[src/hdl/bls_pkg.sv]
// bls_pkg: shared constants and item codes of the line stepper
// no dependencies; imported by every other file of the block

package bls_pkg;

  // default coordinate width, signed
  localparam int COORD_BITS = 11;

  // entries of the queue between front and back
  localparam int QUEUE_DEPTH = 2;

  // item function codes
  typedef enum logic {
    FUNC_START = 1'b0,
    FUNC_STEP  = 1'b1
  } func_e;

endpackage

[src/hdl/bls_stream_if.sv]
// bls_stream_if: valid/ready channels carrying input items and pixel items
// depends on bls_pkg for the function code and default coordinate width

interface bls_in_if #(
  parameter int CoordBits = bls_pkg::COORD_BITS
);
  import bls_pkg::*;

  logic                        valid;
  logic                        ready;
  func_e                       func;
  logic signed [CoordBits-1:0] start_x;
  logic signed [CoordBits-1:0] start_y;
  logic signed [CoordBits-1:0] end_x;
  logic signed [CoordBits-1:0] end_y;

  modport source (output valid, func, start_x, start_y, end_x, end_y, input ready);
  modport sink   (input valid, func, start_x, start_y, end_x, end_y, output ready);
endinterface

interface bls_out_if #(
  parameter int CoordBits = bls_pkg::COORD_BITS
);
  logic                        valid;
  logic                        ready;
  logic signed [CoordBits-1:0] pixel_x;
  logic signed [CoordBits-1:0] pixel_y;
  logic                        last;

  modport source (output valid, pixel_x, pixel_y, last, input ready);
  modport sink   (input valid, pixel_x, pixel_y, last, output ready);
endinterface

[src/hdl/bresenham_line_stepper.sv]
// bresenham_line_stepper: integer line rasteriser for any slope, at most one pixel per item
// path: an item passes the front stage register, the queue and the back output register to out_o
// throughput: one item per cycle when out_o does not stall
// reset: asynchronous, active low; no line active, queue empty, no pending pixel
// depends on bls_pkg, bls_stream_if, bls_front, bls_queue and bls_back

module bresenham_line_stepper #(
  parameter int CoordBits  = bls_pkg::COORD_BITS,
  parameter int QueueDepth = bls_pkg::QUEUE_DEPTH
) (
  input  logic      clk_i,
  input  logic      rst_ni,
  bls_in_if.sink    in_i,
  bls_out_if.source out_o
);
  import bls_pkg::*;

  localparam int ErrW = CoordBits + 3;

  // command handed from the front to the back through the queue;
  // a start carries the ordered first endpoint, the minor delta, the major
  // delta as step count, the direction flags and the seeded decision value,
  // a step only its function code (the remaining fields are don't-care)
  typedef struct packed {
    func_e                       func;
    logic signed [CoordBits-1:0] ax;
    logic signed [CoordBits-1:0] ay;
    logic [CoordBits-1:0]        minor;
    logic [CoordBits-1:0]        steps;
    logic                        y_down;
    logic                        y_major;
    logic signed [ErrW-1:0]      err;
  } cmd_t;

  logic cf_valid, cf_ready;
  cmd_t cf_data;
  logic cb_valid, cb_ready;
  cmd_t cb_data;

  // front: swaps endpoints so x never falls, takes |dy|, picks the major
  // axis by comparing magnitudes and seeds the decision value
  bls_front #(
    .CoordBits (CoordBits),
    .cmd_t     (cmd_t)
  ) u_front (
    .clk_i       (clk_i),
    .rst_ni      (rst_ni),
    .in_i        (in_i),
    .cmd_valid_o (cf_valid),
    .cmd_ready_i (cf_ready),
    .cmd_o       (cf_data)
  );

  // short fifo so a stall at the output does not immediately reach the input
  bls_queue #(
    .data_t (cmd_t),
    .Depth  (QueueDepth)
  ) u_queue (
    .clk_i        (clk_i),
    .rst_ni       (rst_ni),
    .push_valid_i (cf_valid),
    .push_ready_o (cf_ready),
    .push_data_i  (cf_data),
    .pop_valid_o  (cb_valid),
    .pop_ready_i  (cb_ready),
    .pop_data_o   (cb_data)
  );

  // back: a start loads the line and emits its first pixel; each step
  // advances along the major axis, moving the minor axis when the decision
  // value is not negative; a step with no line active is dropped silently
  bls_back #(
    .CoordBits (CoordBits),
    .cmd_t     (cmd_t)
  ) u_back (
    .clk_i       (clk_i),
    .rst_ni      (rst_ni),
    .cmd_valid_i (cb_valid),
    .cmd_ready_o (cb_ready),
    .cmd_i       (cb_data),
    .out_o       (out_o)
  );

endmodule

[src/hdl/bls_queue.sv]
// bls_queue: small register fifo decoupling the front from the back
// depends on bls_pkg for the default depth

module bls_queue #(
  parameter type data_t = logic,
  parameter int  Depth  = bls_pkg::QUEUE_DEPTH
) (
  input  logic  clk_i,
  input  logic  rst_ni,
  input  logic  push_valid_i,
  output logic  push_ready_o,
  input  data_t push_data_i,
  output logic  pop_valid_o,
  input  logic  pop_ready_i,
  output data_t pop_data_o
);
  import bls_pkg::*;

  localparam int PtrW = (Depth > 1) ? $clog2(Depth) : 1;
  localparam int CntW = $clog2(Depth + 1);

  data_t           mem_q [Depth];
  logic [PtrW-1:0] wr_ptr_q, wr_ptr_d;
  logic [PtrW-1:0] rd_ptr_q, rd_ptr_d;
  logic [CntW-1:0] count_q, count_d;
  logic            push, pop;

  always_comb begin
    push_ready_o = (count_q != CntW'(Depth));
    pop_valid_o  = (count_q != '0);
    pop_data_o   = mem_q[rd_ptr_q];
    push         = push_valid_i && push_ready_o;
    pop          = pop_valid_o && pop_ready_i;
    wr_ptr_d     = wr_ptr_q;
    rd_ptr_d     = rd_ptr_q;
    count_d      = count_q;
    if (push) begin
      wr_ptr_d = (wr_ptr_q == PtrW'(Depth - 1)) ? '0 : wr_ptr_q + PtrW'(1);
    end
    if (pop) begin
      rd_ptr_d = (rd_ptr_q == PtrW'(Depth - 1)) ? '0 : rd_ptr_q + PtrW'(1);
    end
    if (push && !pop) begin
      count_d = count_q + CntW'(1);
    end else if (pop && !push) begin
      count_d = count_q - CntW'(1);
    end
  end

  always_ff @(posedge clk_i or negedge rst_ni) begin
    if (!rst_ni) begin
      wr_ptr_q <= '0;
      rd_ptr_q <= '0;
      count_q  <= '0;
    end else begin
      wr_ptr_q <= wr_ptr_d;
      rd_ptr_q <= rd_ptr_d;
      count_q  <= count_d;
    end
  end

  always_ff @(posedge clk_i) begin
    if (push) begin
      mem_q[wr_ptr_q] <= push_data_i;
    end
  end

`ifndef SYNTHESIS
  a_count_bound: assert property (@(posedge clk_i) disable iff (!rst_ni)
    count_q <= CntW'(Depth))
    else $error("queue count beyond depth");

  a_count_track: assert property (@(posedge clk_i) disable iff (!rst_ni)
    (push && !pop) |=> (count_q == $past(count_q) + CntW'(1)))
    else $error("queue count missed a push");
`endif

endmodule

[src/hdl/bls_front.sv]
// bls_front: accepts items, orders endpoints and classifies the line
// depends on bls_pkg and bls_in_if; feeds bls_queue with a command struct

module bls_front #(
  parameter int  CoordBits = bls_pkg::COORD_BITS,
  parameter type cmd_t     = logic
) (
  input  logic     clk_i,
  input  logic     rst_ni,
  bls_in_if.sink   in_i,
  output logic     cmd_valid_o,
  input  logic     cmd_ready_i,
  output cmd_t     cmd_o
);
  import bls_pkg::*;

  localparam int ErrW = CoordBits + 3;

  // first stage: swapped endpoints and raw deltas
  logic                        st_valid_q;
  func_e                       st_func_q;
  logic signed [CoordBits-1:0] st_ax_q, st_ay_q;
  logic [CoordBits-1:0]        st_dx_q;
  logic signed [CoordBits:0]   st_dy_q;

  logic                        take;
  logic                        swap;
  logic signed [CoordBits-1:0] ax, ay, bx, by;
  logic [CoordBits:0]          dx_full;
  logic signed [CoordBits:0]   dy_full;
  logic [CoordBits:0]          dy_mag;
  logic [CoordBits-1:0]        abs_dy;
  logic                        y_major;
  logic [CoordBits-1:0]        major, minor;

  always_comb begin
    in_i.ready = !st_valid_q || cmd_ready_i;
    take       = in_i.valid && in_i.ready;
    swap       = (in_i.start_x > in_i.end_x);
    ax         = swap ? in_i.end_x   : in_i.start_x;
    ay         = swap ? in_i.end_y   : in_i.start_y;
    bx         = swap ? in_i.start_x : in_i.end_x;
    by         = swap ? in_i.start_y : in_i.end_y;
    dx_full    = {bx[CoordBits-1], bx} - {ax[CoordBits-1], ax};
    dy_full    = {by[CoordBits-1], by} - {ay[CoordBits-1], ay};
  end

  always_ff @(posedge clk_i or negedge rst_ni) begin
    if (!rst_ni) begin
      st_valid_q <= 1'b0;
    end else if (in_i.ready) begin
      st_valid_q <= in_i.valid;
    end
  end

  always_ff @(posedge clk_i) begin
    if (take) begin
      st_func_q <= in_i.func;
      st_ax_q   <= ax;
      st_ay_q   <= ay;
      st_dx_q   <= dx_full[CoordBits-1:0];
      st_dy_q   <= dy_full;
    end
  end

  // second stage: magnitudes, major axis and starting decision value
  always_comb begin
    dy_mag        = st_dy_q[CoordBits] ? (~st_dy_q + (CoordBits+1)'(1)) : st_dy_q;
    abs_dy        = dy_mag[CoordBits-1:0];
    y_major       = abs_dy > st_dx_q;
    major         = y_major ? abs_dy  : st_dx_q;
    minor         = y_major ? st_dx_q : abs_dy;
    cmd_valid_o   = st_valid_q;
    cmd_o.func    = st_func_q;
    cmd_o.ax      = st_ax_q;
    cmd_o.ay      = st_ay_q;
    cmd_o.minor   = minor;
    cmd_o.steps   = major;
    cmd_o.y_down  = st_dy_q[CoordBits];
    cmd_o.y_major = y_major;
    cmd_o.err     = ErrW'({2'b00, minor, 1'b0}) - ErrW'({3'b000, major});
  end

endmodule

[src/hdl/bls_back.sv]
// bls_back: walks the active line at most one pixel per command, holds the output register
// depends on bls_pkg and bls_out_if; pops commands from bls_queue

module bls_back #(
  parameter int  CoordBits = bls_pkg::COORD_BITS,
  parameter type cmd_t     = logic
) (
  input  logic      clk_i,
  input  logic      rst_ni,
  input  logic      cmd_valid_i,
  output logic      cmd_ready_o,
  input  cmd_t      cmd_i,
  bls_out_if.source out_o
);
  import bls_pkg::*;

  localparam int ErrW = CoordBits + 3;

  // line state
  logic                        active_q, active_d;
  logic                        y_down_q, y_down_d;
  logic                        y_major_q, y_major_d;
  logic [CoordBits-1:0]        steps_q, steps_d;
  logic signed [ErrW-1:0]      err_q, err_d;
  logic signed [ErrW-1:0]      inc_minor_q, inc_minor_d;
  logic signed [ErrW-1:0]      inc_diag_q, inc_diag_d;
  logic signed [CoordBits-1:0] x_q, x_d;
  logic signed [CoordBits-1:0] y_q, y_d;

  // output register
  logic                        out_valid_q, out_valid_d;
  logic signed [CoordBits-1:0] px_q;
  logic signed [CoordBits-1:0] py_q;
  logic                        last_q, last_d;

  logic                        pop, is_start, emit, err_neg;
  logic signed [CoordBits-1:0] y_next;
  logic [ErrW-1:0]             two_minor;

  always_comb begin
    cmd_ready_o = !out_valid_q || out_o.ready;
    pop         = cmd_valid_i && cmd_ready_o;
    is_start    = (cmd_i.func == FUNC_START);
    emit        = pop && (is_start || active_q);
    err_neg     = err_q[ErrW-1];
    y_next      = y_down_q ? (y_q - CoordBits'(1)) : (y_q + CoordBits'(1));
    two_minor   = ErrW'({2'b00, cmd_i.minor, 1'b0});

    active_d    = active_q;
    y_down_d    = y_down_q;
    y_major_d   = y_major_q;
    steps_d     = steps_q;
    err_d       = err_q;
    inc_minor_d = inc_minor_q;
    inc_diag_d  = inc_diag_q;
    x_d         = x_q;
    y_d         = y_q;
    last_d      = last_q;

    if (pop && is_start) begin
      x_d         = cmd_i.ax;
      y_d         = cmd_i.ay;
      err_d       = cmd_i.err;
      steps_d     = cmd_i.steps;
      y_down_d    = cmd_i.y_down;
      y_major_d   = cmd_i.y_major;
      inc_minor_d = two_minor;
      inc_diag_d  = two_minor - ErrW'({2'b00, cmd_i.steps, 1'b0});
      active_d    = (cmd_i.steps != '0);
      last_d      = (cmd_i.steps == '0);
    end else if (pop && active_q) begin
      err_d = err_q + (err_neg ? inc_minor_q : inc_diag_q);
      if (y_major_q) begin
        y_d = y_next;
        x_d = err_neg ? x_q : (x_q + CoordBits'(1));
      end else begin
        x_d = x_q + CoordBits'(1);
        y_d = err_neg ? y_q : y_next;
      end
      steps_d  = steps_q - CoordBits'(1);
      active_d = (steps_q != CoordBits'(1));
      last_d   = (steps_q == CoordBits'(1));
    end

    if (emit) begin
      out_valid_d = 1'b1;
    end else if (out_o.ready) begin
      out_valid_d = 1'b0;
    end else begin
      out_valid_d = out_valid_q;
    end
  end

  always_ff @(posedge clk_i or negedge rst_ni) begin
    if (!rst_ni) begin
      active_q    <= 1'b0;
      y_down_q    <= 1'b0;
      y_major_q   <= 1'b0;
      steps_q     <= '0;
      err_q       <= '0;
      inc_minor_q <= '0;
      inc_diag_q  <= '0;
      x_q         <= '0;
      y_q         <= '0;
      out_valid_q <= 1'b0;
    end else begin
      active_q    <= active_d;
      y_down_q    <= y_down_d;
      y_major_q   <= y_major_d;
      steps_q     <= steps_d;
      err_q       <= err_d;
      inc_minor_q <= inc_minor_d;
      inc_diag_q  <= inc_diag_d;
      x_q         <= x_d;
      y_q         <= y_d;
      out_valid_q <= out_valid_d;
    end
  end

  always_ff @(posedge clk_i) begin
    if (emit) begin
      px_q   <= x_d;
      py_q   <= y_d;
      last_q <= last_d;
    end
  end

  assign out_o.valid   = out_valid_q;
  assign out_o.pixel_x = px_q;
  assign out_o.pixel_y = py_q;
  assign out_o.last    = last_q;

`ifndef SYNTHESIS
  a_active_has_steps: assert property (@(posedge clk_i) disable iff (!rst_ni)
    active_q |-> (steps_q != '0))
    else $error("line active with no pixels left");

  a_final_step_ends: assert property (@(posedge clk_i) disable iff (!rst_ni)
    (pop && !is_start && active_q && steps_q == CoordBits'(1)) |=> (!active_q && last_q))
    else $error("final pixel did not end the line");

  a_held_result: assert property (@(posedge clk_i) disable iff (!rst_ni)
    (out_valid_q && !out_o.ready) |=> (out_valid_q && $stable(px_q) && $stable(py_q)))
    else $error("pending pixel overwritten");
`endif

endmodule
[src/flat_wrapper.sv]
// flat-port wrapper written by rule: the top's interface ports become plain ports
module bresenham_line_stepper_flat import bls_pkg::*;
#(
  parameter int CoordBits  = bls_pkg::COORD_BITS,
  parameter int QueueDepth = bls_pkg::QUEUE_DEPTH
)
  (clk_i, rst_ni, in_i_valid, in_i_func, in_i_start_x, in_i_start_y, in_i_end_x, in_i_end_y, in_i_ready, out_o_valid, out_o_pixel_x, out_o_pixel_y, out_o_last, out_o_ready);
  bls_in_if #(.CoordBits(CoordBits)) in_i_i ();
  bls_out_if #(.CoordBits(CoordBits)) out_o_i ();
  input  logic clk_i;
  input  logic rst_ni;
  input wire logic [$bits(in_i_i.valid)-1:0] in_i_valid;
  input wire logic [$bits(in_i_i.func)-1:0] in_i_func;
  input wire logic [$bits(in_i_i.start_x)-1:0] in_i_start_x;
  input wire logic [$bits(in_i_i.start_y)-1:0] in_i_start_y;
  input wire logic [$bits(in_i_i.end_x)-1:0] in_i_end_x;
  input wire logic [$bits(in_i_i.end_y)-1:0] in_i_end_y;
  output wire logic [$bits(in_i_i.ready)-1:0] in_i_ready;
  output wire logic [$bits(out_o_i.valid)-1:0] out_o_valid;
  output wire logic [$bits(out_o_i.pixel_x)-1:0] out_o_pixel_x;
  output wire logic [$bits(out_o_i.pixel_y)-1:0] out_o_pixel_y;
  output wire logic [$bits(out_o_i.last)-1:0] out_o_last;
  input wire logic [$bits(out_o_i.ready)-1:0] out_o_ready;
  assign in_i_i.valid = in_i_valid;
  assign in_i_i.func = in_i_func;
  assign in_i_i.start_x = in_i_start_x;
  assign in_i_i.start_y = in_i_start_y;
  assign in_i_i.end_x = in_i_end_x;
  assign in_i_i.end_y = in_i_end_y;
  assign in_i_ready = in_i_i.ready;
  assign out_o_valid = out_o_i.valid;
  assign out_o_pixel_x = out_o_i.pixel_x;
  assign out_o_pixel_y = out_o_i.pixel_y;
  assign out_o_last = out_o_i.last;
  assign out_o_i.ready = out_o_ready;
  bresenham_line_stepper #(.CoordBits(CoordBits), .QueueDepth(QueueDepth)) u_core (.clk_i(clk_i), .rst_ni(rst_ni), .in_i(in_i_i), .out_o(out_o_i));
endmodule
[config.mk]
export PLATFORM = sky130hd
export DESIGN_NAME = bresenham_line_stepper_flat
export DESIGN_NICKNAME = d
export VERILOG_FILES = /design/src/hdl/bls_pkg.sv /design/src/hdl/bls_stream_if.sv /design/src/hdl/bresenham_line_stepper.sv /design/src/hdl/bls_queue.sv /design/src/hdl/bls_front.sv /design/src/hdl/bls_back.sv /design/src/flat_wrapper.sv
export SDC_FILE = /design/constraint.sdc
export NUM_CORES = 1
export LEC_CHECK = 0
export BUFFER_PORTS_ARGS = -buffer_cell sky130_fd_sc_hd__buf_2
export CAP_MARGIN = 20
export CORE_AREA = 2 2 222 224
export DETAILED_ROUTE_END_ITERATION = 6
export DIE_AREA = 0 0 224 226
export GPL_TIMING_DRIVEN = 1
export PLACE_DENSITY = 0.44
export SYNTH_ARGS = -nofsm -noshare
export SYNTH_HDL_FRONTEND = slang
export SYNTH_SLANG_ARGS = --single-unit
[constraint.sdc]
create_clock -name clk_i -period 14.6 [get_ports clk_i]
set_input_delay 0.73 -clock clk_i [delete_from_list [all_inputs] [get_ports clk_i]]
set_output_delay 0.73 -clock clk_i [all_outputs]
set_load 0.01 [all_outputs]
==> metrics.md, run 1 <==
| Metric | Value |
|---|---|
| Distinct cells, synth | 73 |
| Routed WL per cell | 17.3 um |
| Area grow syn2layout | 13.8% |
| First-pass GRT wire length | ~55000 um |
| CP cell instances | or3_1 > nor3_1 > nand3_1 > o31ai_1 > xnor2_1 > ha_1 > nand3_1 > nor4_1 > a21o_1 > a21oi_2 > buf_4 > mux2i_1 > inv_1 > fa_1 > nor2b_1 > o21ai_0 > a21boi_0 > o21ai_0 > a21boi_0 > o21ai_0 > a21boi_0 > o31a_1 > nor3_1 |
| Static leakage | 6.52 nW |
| Yosys Warn Count | 0 |
| Yosys top cell area share | 39.3% |
| Register area share after synthesis | a little over half |
| EDFF count, synth | 187 |
| Fin crit period | approximately 5600 ps |
| RSZ-0062 raised after global routing | no |
| Initial antenna violation count | 0 |
| Peak supply drop | around 0.1 mV |
| Setup Fix Bufs, Post-CTS | 0 |
| Die area | 0.0506 mm2 |
| Hold WC Path Type | primary input to async pin |
| Hold buffers post-CTS | 0 |
| Largest net degree at the start of global routing | between 60 and 70 |
| Slew Limit Fails | 0 |
| Vias in the first global route | around 9600 |
| Synth area leaders | edfxtp_1 (39%), dfrtp_1 (14%), ha_1 (6.2%) |
| Post-DR vias/cell | 4.77 |
| Post-Synthesis Cells | between 1000 and 1500 |
| Crit Path Class | flop to flop |
| # placed instances | between 1500 and 2000 |
| Total CTS buffers | 30 |
| Bufs and invs on worst path | 2 |
| CP peak stage delay | 480 ps |
| Final Hold Viols | 0 |
| Clock Pin Slew Worst Setup and Hold Paths | about 60 ps |
| Clock skew | between 15 and 20 ps |
| Via count | approximately 10000 |
| IO buf count | 73 |
| Inserted Diodes | 0 |
| Rel. slew slack | 31.6% |
| Status | complete, no violations |
| Max cap viols | 0 |
| Routability cong. | between 0.7 and 0.8 |
| Final wirelength | approximately 35000 um |
| Worst hold slack | 39.1 ps |
| Worst-skew pair later-pin latency | roughly 570 ps |
| Layout cells sized above 1 | around 12% |
| # DRC | 0 |
| CTS tree | done |
| Antenna Nets Post-Route | 0 |
| Crit path max fanout | 39 |
| Most frequent cells after synthesis | edfxtp_1 (187), nand2_1 (155), nor2_1 (100), inv_1 (87), a21oi_1 (85) |
| Setup_tns | 0 ps |
| Number of DRC markers in iteration 0 | slightly below 500 |
| Clk buf depth | 3 |
| Nets@finish | 1519 |
| Drt pass-1 iters | 7 |
| Family with the most delay on the worst path | compound AO/OA/AOI/OAI gates |
| GR Overflow Total | 0 |
| Post-cts sizing count | 0 |
| Power per cell area | 269 mW/mm2 |
| CP Capture Type | flop |
| Most numerous cell in the Yosys netlist | edfxtp_1 |
| Period utilization | 38.4% |
| Syn nets | 1451 |
| Req. time, crit path | roughly 15000 ps |
| # IOs | 74 |
| CP max-delay cell | fa_1 |
| GRT Util Overall | about 14% |
| Synth area leader | edfxtp_1 |
| Worst Tran Pin Value | 1020 ps |
| Hpwl dp | 25500 um |
| Critical path startpoint category | flop |
| Layout Cells excl Fill | 2040 |
| Synth async-reset ratio | ~30% |
| Critical Path AT | 5880 ps |
| Max H-tree Level | 1 |
| Root buf cell | clkbuf_16 |
| Row count | slightly above 80 |
| Clk sink count | about 270 |
| #FFs+latches synth | roughly 270 |
| Syn_area_per_cell | around 11 um2 |
| Achievable Freq | 179 MHz |
| Finished Core Util | 33.6% |
| Width of the die | 224 um |
| Dominant synthesized flop cell | edfxtp_1 |
| Synth Cell Area | 0.0143 mm2 |
| Core area | between 0.04 and 0.05 mm2 |
| Starting Density | between 20% and 30% |
| Die Span Y | 226 um |
| Final setup violation count | 0 |
## final timing paths
check	startpoint	endpoint	slack (ps)	cells past startpoint
max	u_core.u_front.st_dy_q[4]	u_core.u_queue.mem_q[1][13]	9000	23
min	rst_ni	u_core.u_back.out_o.valid	40	1
max reg2reg	u_core.u_front.st_dy_q[4]	u_core.u_queue.mem_q[1][13]	9000	23
min reg2reg	u_core.u_front.st_ax_q[1]	u_core.u_queue.mem_q[0][50]	440	0
max in group asynchronous	rst_ni	u_core.u_back.y_q[5]	13410	2
min in group clk_i	in_i_func	u_core.u_front.st_func_q	350	1
## metal layers
| metal | global-route usage (%) | wire length [um] | vias to the layer above |
|---|---|---|---|
| met1 | 20.0 | 17700 | 4640 |
| met4 | 3.20 | 467 | 0 |
| li1 | - | - | 4930 |
| met2 | 22.8 | 16100 | 131 |
| met5 | 0 | 0 | - |
| met3 | 1.67 | 1010 | 34 |
## cells in the final DEF (no fill, tap or decap), types with 23 or more instances in the layout
cell       count
edfxtp_1     187
nand2_1      154
nor2_1        98
inv_1         87
a21oi_1       84
o21ai_0       81
dfrtp_1       77
buf_2         72
ha_1          71
mux2i_1       50
xnor2_1       44
clkbuf_16     30
mux2_2        27
xor2_1        27
nor2b_1       23
## through the flow
stage / cell area, um2 / power [mW] / setup WS, ps
CTS: 16300 / 4.45 / 8970
detailed placement: 15400 / 3.73 / 9010
floorplan: 14300 / 3.08 / 9510
global route: 16300 / 4.78 / 8320
global placement: 15400 / 3.70 / 9110
finish: 16300 / 4.38 / 9000
## where the power goes
| part | switching, mW | total (mW) | internal [mW] |
|---|---|---|---|
| logic | 1.36 | 2.20 | 0.846 |
| registers | 0.159 | 1.48 | 1.32 |
| clock network | 0.301 | 0.699 | 0.399 |
## cell families after synthesis
logic type | share of synthesized area [%]
and+or+nand+nor | 12.3
buffers and inverters | 3.75
AOI/OAI and AO/OA | 13.5
muxes | 5.63
xor gates and xnor gates | 4.35
DFF | 52.9
adders and majority gates | 7.54
## layout make-up
| class | count | area, um2 |
|---|---|---|
| Tap cell | 622 | 778 |
| Multi-Input combinational cell | 925 | 6220 |
| Clock inverter | 16 | 113 |
| Timing Repair Buffer | 85 | 458 |
| Fill cell | 4857 | 32100 |
| Inverter | 88 | 330 |
| Clock buffer | 39 | 795 |
| Sequential cell | 265 | 7570 |
## sequential cells by signal, summed over array words and instances (netlist names), 2 cells and up
signal	cells
u_core.u_queue.mem_q	118
u_core.u_back.err_q	13
u_core.u_back.inc_diag_q	12
u_core.u_front.st_dy_q	12
u_core.u_back.inc_minor_q	11
u_core.u_back.out_o.pixel_x	11
u_core.u_back.out_o.pixel_y	11
u_core.u_back.steps_q	11
u_core.u_back.x_q	11
u_core.u_back.y_q	11
u_core.u_front.st_ax_q	11
u_core.u_front.st_ay_q	11
u_core.u_front.st_dx_q	11
u_core.u_queue.count_q	2
## worst reg2reg max path: stages (launching register included)
cell,delay (ps)
edfxtp_1,400
or3_1,430
nor3_1,220
nand3_1,130
o31ai_1,250
xnor2_1,230
ha_1,320
nand3_1,130
nor4_1,70
a21o_1,160
a21oi_2,150
buf_4,350
mux2i_1,290
inv_1,110
fa_1,480
nor2b_1,120
o21ai_0,100
a21boi_0,260
o21ai_0,150
a21boi_0,260
o21ai_0,130
a21boi_0,320
o31a_1,190
nor3_1,60
Note: power is estimated with default switching activity, not from simulation.
==> inputs of run 2 (changes only) <==
Clock period 14.6 ns to 5.8 ns, I/O delays scaled along.
==> run 2 against run 1 <==
Against the previous run:
- clock skew decreased by 5.2 ps
- first-iteration DRC count decreased by 0.42%
- combinational power increased to 2.6 times the previous value
- non-clock buffer count increased by 5
- final area increased by 0.65%
- core utilization increased by 0.22 points
- clock power increased to 2.6 times the previous value
- sequential share of layout area decreased by 0.30 points
- global-route usage increased by 0.13 points
- die area unchanged
- critical path depth decreased by 1
- register-to-register slack got worse by 8600 ps
- largest power group unchanged
==> metrics.md, run 2 (same netlist as run 1, synthesis figures left out) <==
| Metric | Value |
|---|---|
| Status | complete, no violations (unchanged) |
| Crit path max fanout | 11 (was 39) |
| Setup Fix Bufs, Post-CTS | 0 (unchanged) |
| GRT Util Overall | 14.1% (was 14.0%) |
| # IOs | 74 (unchanged) |
| IO buf count | 73 (unchanged) |
| Most flop-heavy register | u_core.u_queue.mem_q (unchanged) |
| Critical Path AT | 5690 ps (was 5880 ps) |
| CTS tree | done (unchanged) |
| Fillers | 4832 (was 4857) |
| Routability cong. | 0.787 (was 0.790) |
| Max cap viols | 0 (unchanged) |
| Clk buf depth | 3 (unchanged) |
| R2R cell count | 22 (was 23) |
| Worst r2r src | u_core.u_front.st_dy_q[2] (was u_core.u_front.st_dy_q[4]) |
| Hold path endpoint | u_core.u_back.out_o.valid |
| Width of the die | 224 um (unchanged) |
| # DRC | 0 (unchanged) |
| Root buf cell | clkbuf_16 (unchanged) |
| Total CTS buffers | 30 (unchanged) |
| Setup slack, reg-to-reg | 400 ps (was 9000 ps) |
| Period utilization | 93.1% (was 38.4%) |
| Antenna Nets Post-Route | 0 (unchanged) |
| Row count | 81 (unchanged) |
| Peak supply drop | 0.261 mV (was 0.0991 mV) |
| Die area | 0.0506 mm2 (unchanged) |
| Slew Limit Fails | 0 (unchanged) |
| Final wirelength | 35500 um (was 35300 um) |
| Achievable Freq | 185 MHz (was 179 MHz) |
| Initial antenna violation count | 1 (was 0) |
| GR Overflow Total | 0 (unchanged) |
| Final setup violation count | 0 (unchanged) |
| Starting Density | 29.6% (unchanged) |
| Largest net degree at the start of global routing | 60 (was 61) |
| Clk sink count | 265 (unchanged) |
| Post-DR vias/cell | 4.81 (was 4.77) |
| Hold WC Path Type | primary input to flop (was primary input to async pin) |
| Static leakage | 6.57 nW (was 6.52 nW) |
| Commonest non-fill, non-tap cell in the layout | edfxtp_1 (unchanged) |
| FF-to-FF End | u_core.u_queue.mem_q[0][13] (was u_core.u_queue.mem_q[1][13]) |
| Start point of the worst hold path | out_o_ready |
| Nets@finish | 1524 (was 1519) |
| Finished Cell Area | 0.0164 mm2 (was 0.0163 mm2) |
| Setup_tns | 0 ps (unchanged) |
| Final Hold Viols | 0 (unchanged) |
| Finished Core Util | 33.9% (was 33.6%) |
| Worst hold path depth | 3 |
| Drt pass-1 iters | 6 (was 7) |
| Clock Pin Slew Worst Setup and Hold Paths | 60 ps (about the same) |
| Clock skew | 13.2 ps (was 18.4 ps) |
| Crit Path Class | flop to flop (unchanged) |
| Hpwl dp | 25800 um (was 25500 um) |
| Die Span Y | 226 um (unchanged) |
| Routed WL per cell | 17.3 um (about the same) |
| # placed instances | 1987 (was 1985) |
| Layout cells sized above 1 | 12.8% (was 12.3%) |
| Number of DRC markers in iteration 0 | 479 (was 481) |
| Via count | 9838 (was 9735) |
| Power per cell area | 682 mW/mm2 (was 269 mW/mm2) |
| Commonest non-fill, non-tap cells in the layout | edfxtp_1 (187), nand2_1 (154), nor2_1 (98) (unchanged) |
| Critical path startpoint category | flop (unchanged) |
| Layout Cells excl Fill | 2046 (was 2040) |
| Footprint of the multi-input gates | 0.00623 mm2 (was 0.00622 mm2) |
| RSZ-0062 raised after global routing | no (unchanged) |
| Area grow syn2layout | 14.5% (was 13.8%) |
| CP Capture Type | flop (unchanged) |
| Req. time, crit path | 6080 ps (was 14870 ps) |
| Worst Tran Pin Value | 1010 ps (was 1020 ps) |
| Regs by FF count | u_core.u_queue.mem_q: 118 flops, u_core.u_back.err_q: 13 flops (unchanged) |
| Number of flip-flops in the largest register | 118 (unchanged) |
| Register area | 0.00757 mm2 (unchanged) |
| Fin crit period | 5400 ps (was 5600 ps) |
| Worst-skew pair later-pin latency | 570 ps (about the same) |
| Placement Cell Area | 0.0154 mm2 (about the same) |
| First-pass GRT wire length | 55800 um (was 55300 um) |
| Vias in the first global route | 9865 (was 9614) |
| Rel. slew slack | 32.3% (was 31.6%) |
| Final Power | 11.2 mW (was 4.38 mW) |
| Max H-tree Level | 1 (unchanged) |
| Core area | 0.0483 mm2 (unchanged) |
==> run 2: changes by cell type in the layout (fill, tap and decap cells not counted), moves of 2 or more <==
cell | before | now
clkinv_2 | 4 | 8
bufinv_16 | 1 | 3
dlygate4sd3_1 | 0 | 3
clkinv_1 | 9 | 6
clkbuf_1 | 8 | 6
buf_4 | 13 | 15
==> run 2: worst max-delay path by stage <==
stage                              start                          end  slack, ps  depth (start not counted)
2_1_floorplan  u_core.u_front.st_dy_q[3]  u_core.u_queue.mem_q[0][13]        710                         24
3_3_place_gp   u_core.u_front.st_dy_q[3]  u_core.u_queue.mem_q[0][13]        420                         23
3_5_place_dp   u_core.u_front.st_dy_q[4]  u_core.u_queue.mem_q[1][13]        320                         23
4_1_cts        u_core.u_front.st_dy_q[4]  u_core.u_queue.mem_q[0][13]        300                         23
5_1_grt        u_core.u_front.st_dy_q[4]  u_core.u_queue.mem_q[0][10]          8                         23
6_report       u_core.u_front.st_dy_q[2]  u_core.u_queue.mem_q[0][13]        400                         22
==> run 2: cell type report <==
class | instances | share of cell area [%]
inverter | 88 | 2.02
antenna | 1 | 0.0153
clock inverter | 19 | 1.10
clock buffer | 36 | 4.72
sequential | 265 | 46.3
multi-input combinational | 925 | 38.1
timing repair buffer | 90 | 3.07
tap | 622 | 4.76
==> run 2: stage by stage <==
step / hold slack, ps / worst slack [ps]
final: 65.8 / 397
after floorplan: -5.59 / 709
after detailed placement: 295 / 319
after CTS: 39.3 / 298
after global placement: 290 / 418
after global routing: 61.3 / 7.78
==> run 2: what timing repair did <==
item | 4_1_cts | 5_1_grt
hold endpoints to repair | 36 | 0
hold buffers | 3 | 0
gates resized for setup | 0 | 4
setup endpoints to repair | 0 | 6
==> run 2: metal layers <==
| layer | routed length, um | track usage [%] | vias up |
|---|---|---|---|
| met1 | 17600 | 19.8 | 4720 |
| met4 | 653 | 3.83 | 0 |
| met2 | 16100 | 22.9 | 135 |
| met3 | 1100 | 1.94 | 37 |
| li1 | - | - | 4946 |
| met5 | 0 | 0 | - |
==> run 2: worst max-delay path: stages, from the launching register on <==
cell and delay [ps]:
edfxtp_1 450, or3_1 380, nor3_1 220, nand3_1 140, o31ai_1 280, xnor2_1 220, ha_1 300, nand3_1 130
nor4_1 70, a21o_1 180, a21oi_4 270, mux2i_1 290, inv_1 120, fa_1 480, nor2b_1 120, o21ai_0 110
a21boi_0 290, o21ai_0 170, a21boi_0 260, o21ai_0 140, a21boi_1 260, o31a_1 180, nor3_1 60
==> run 2: power by group <==
part,internal (mW),switching (mW)
combinational,2.15,3.48
sequential,3.32,0.391
clock,1.08,0.752
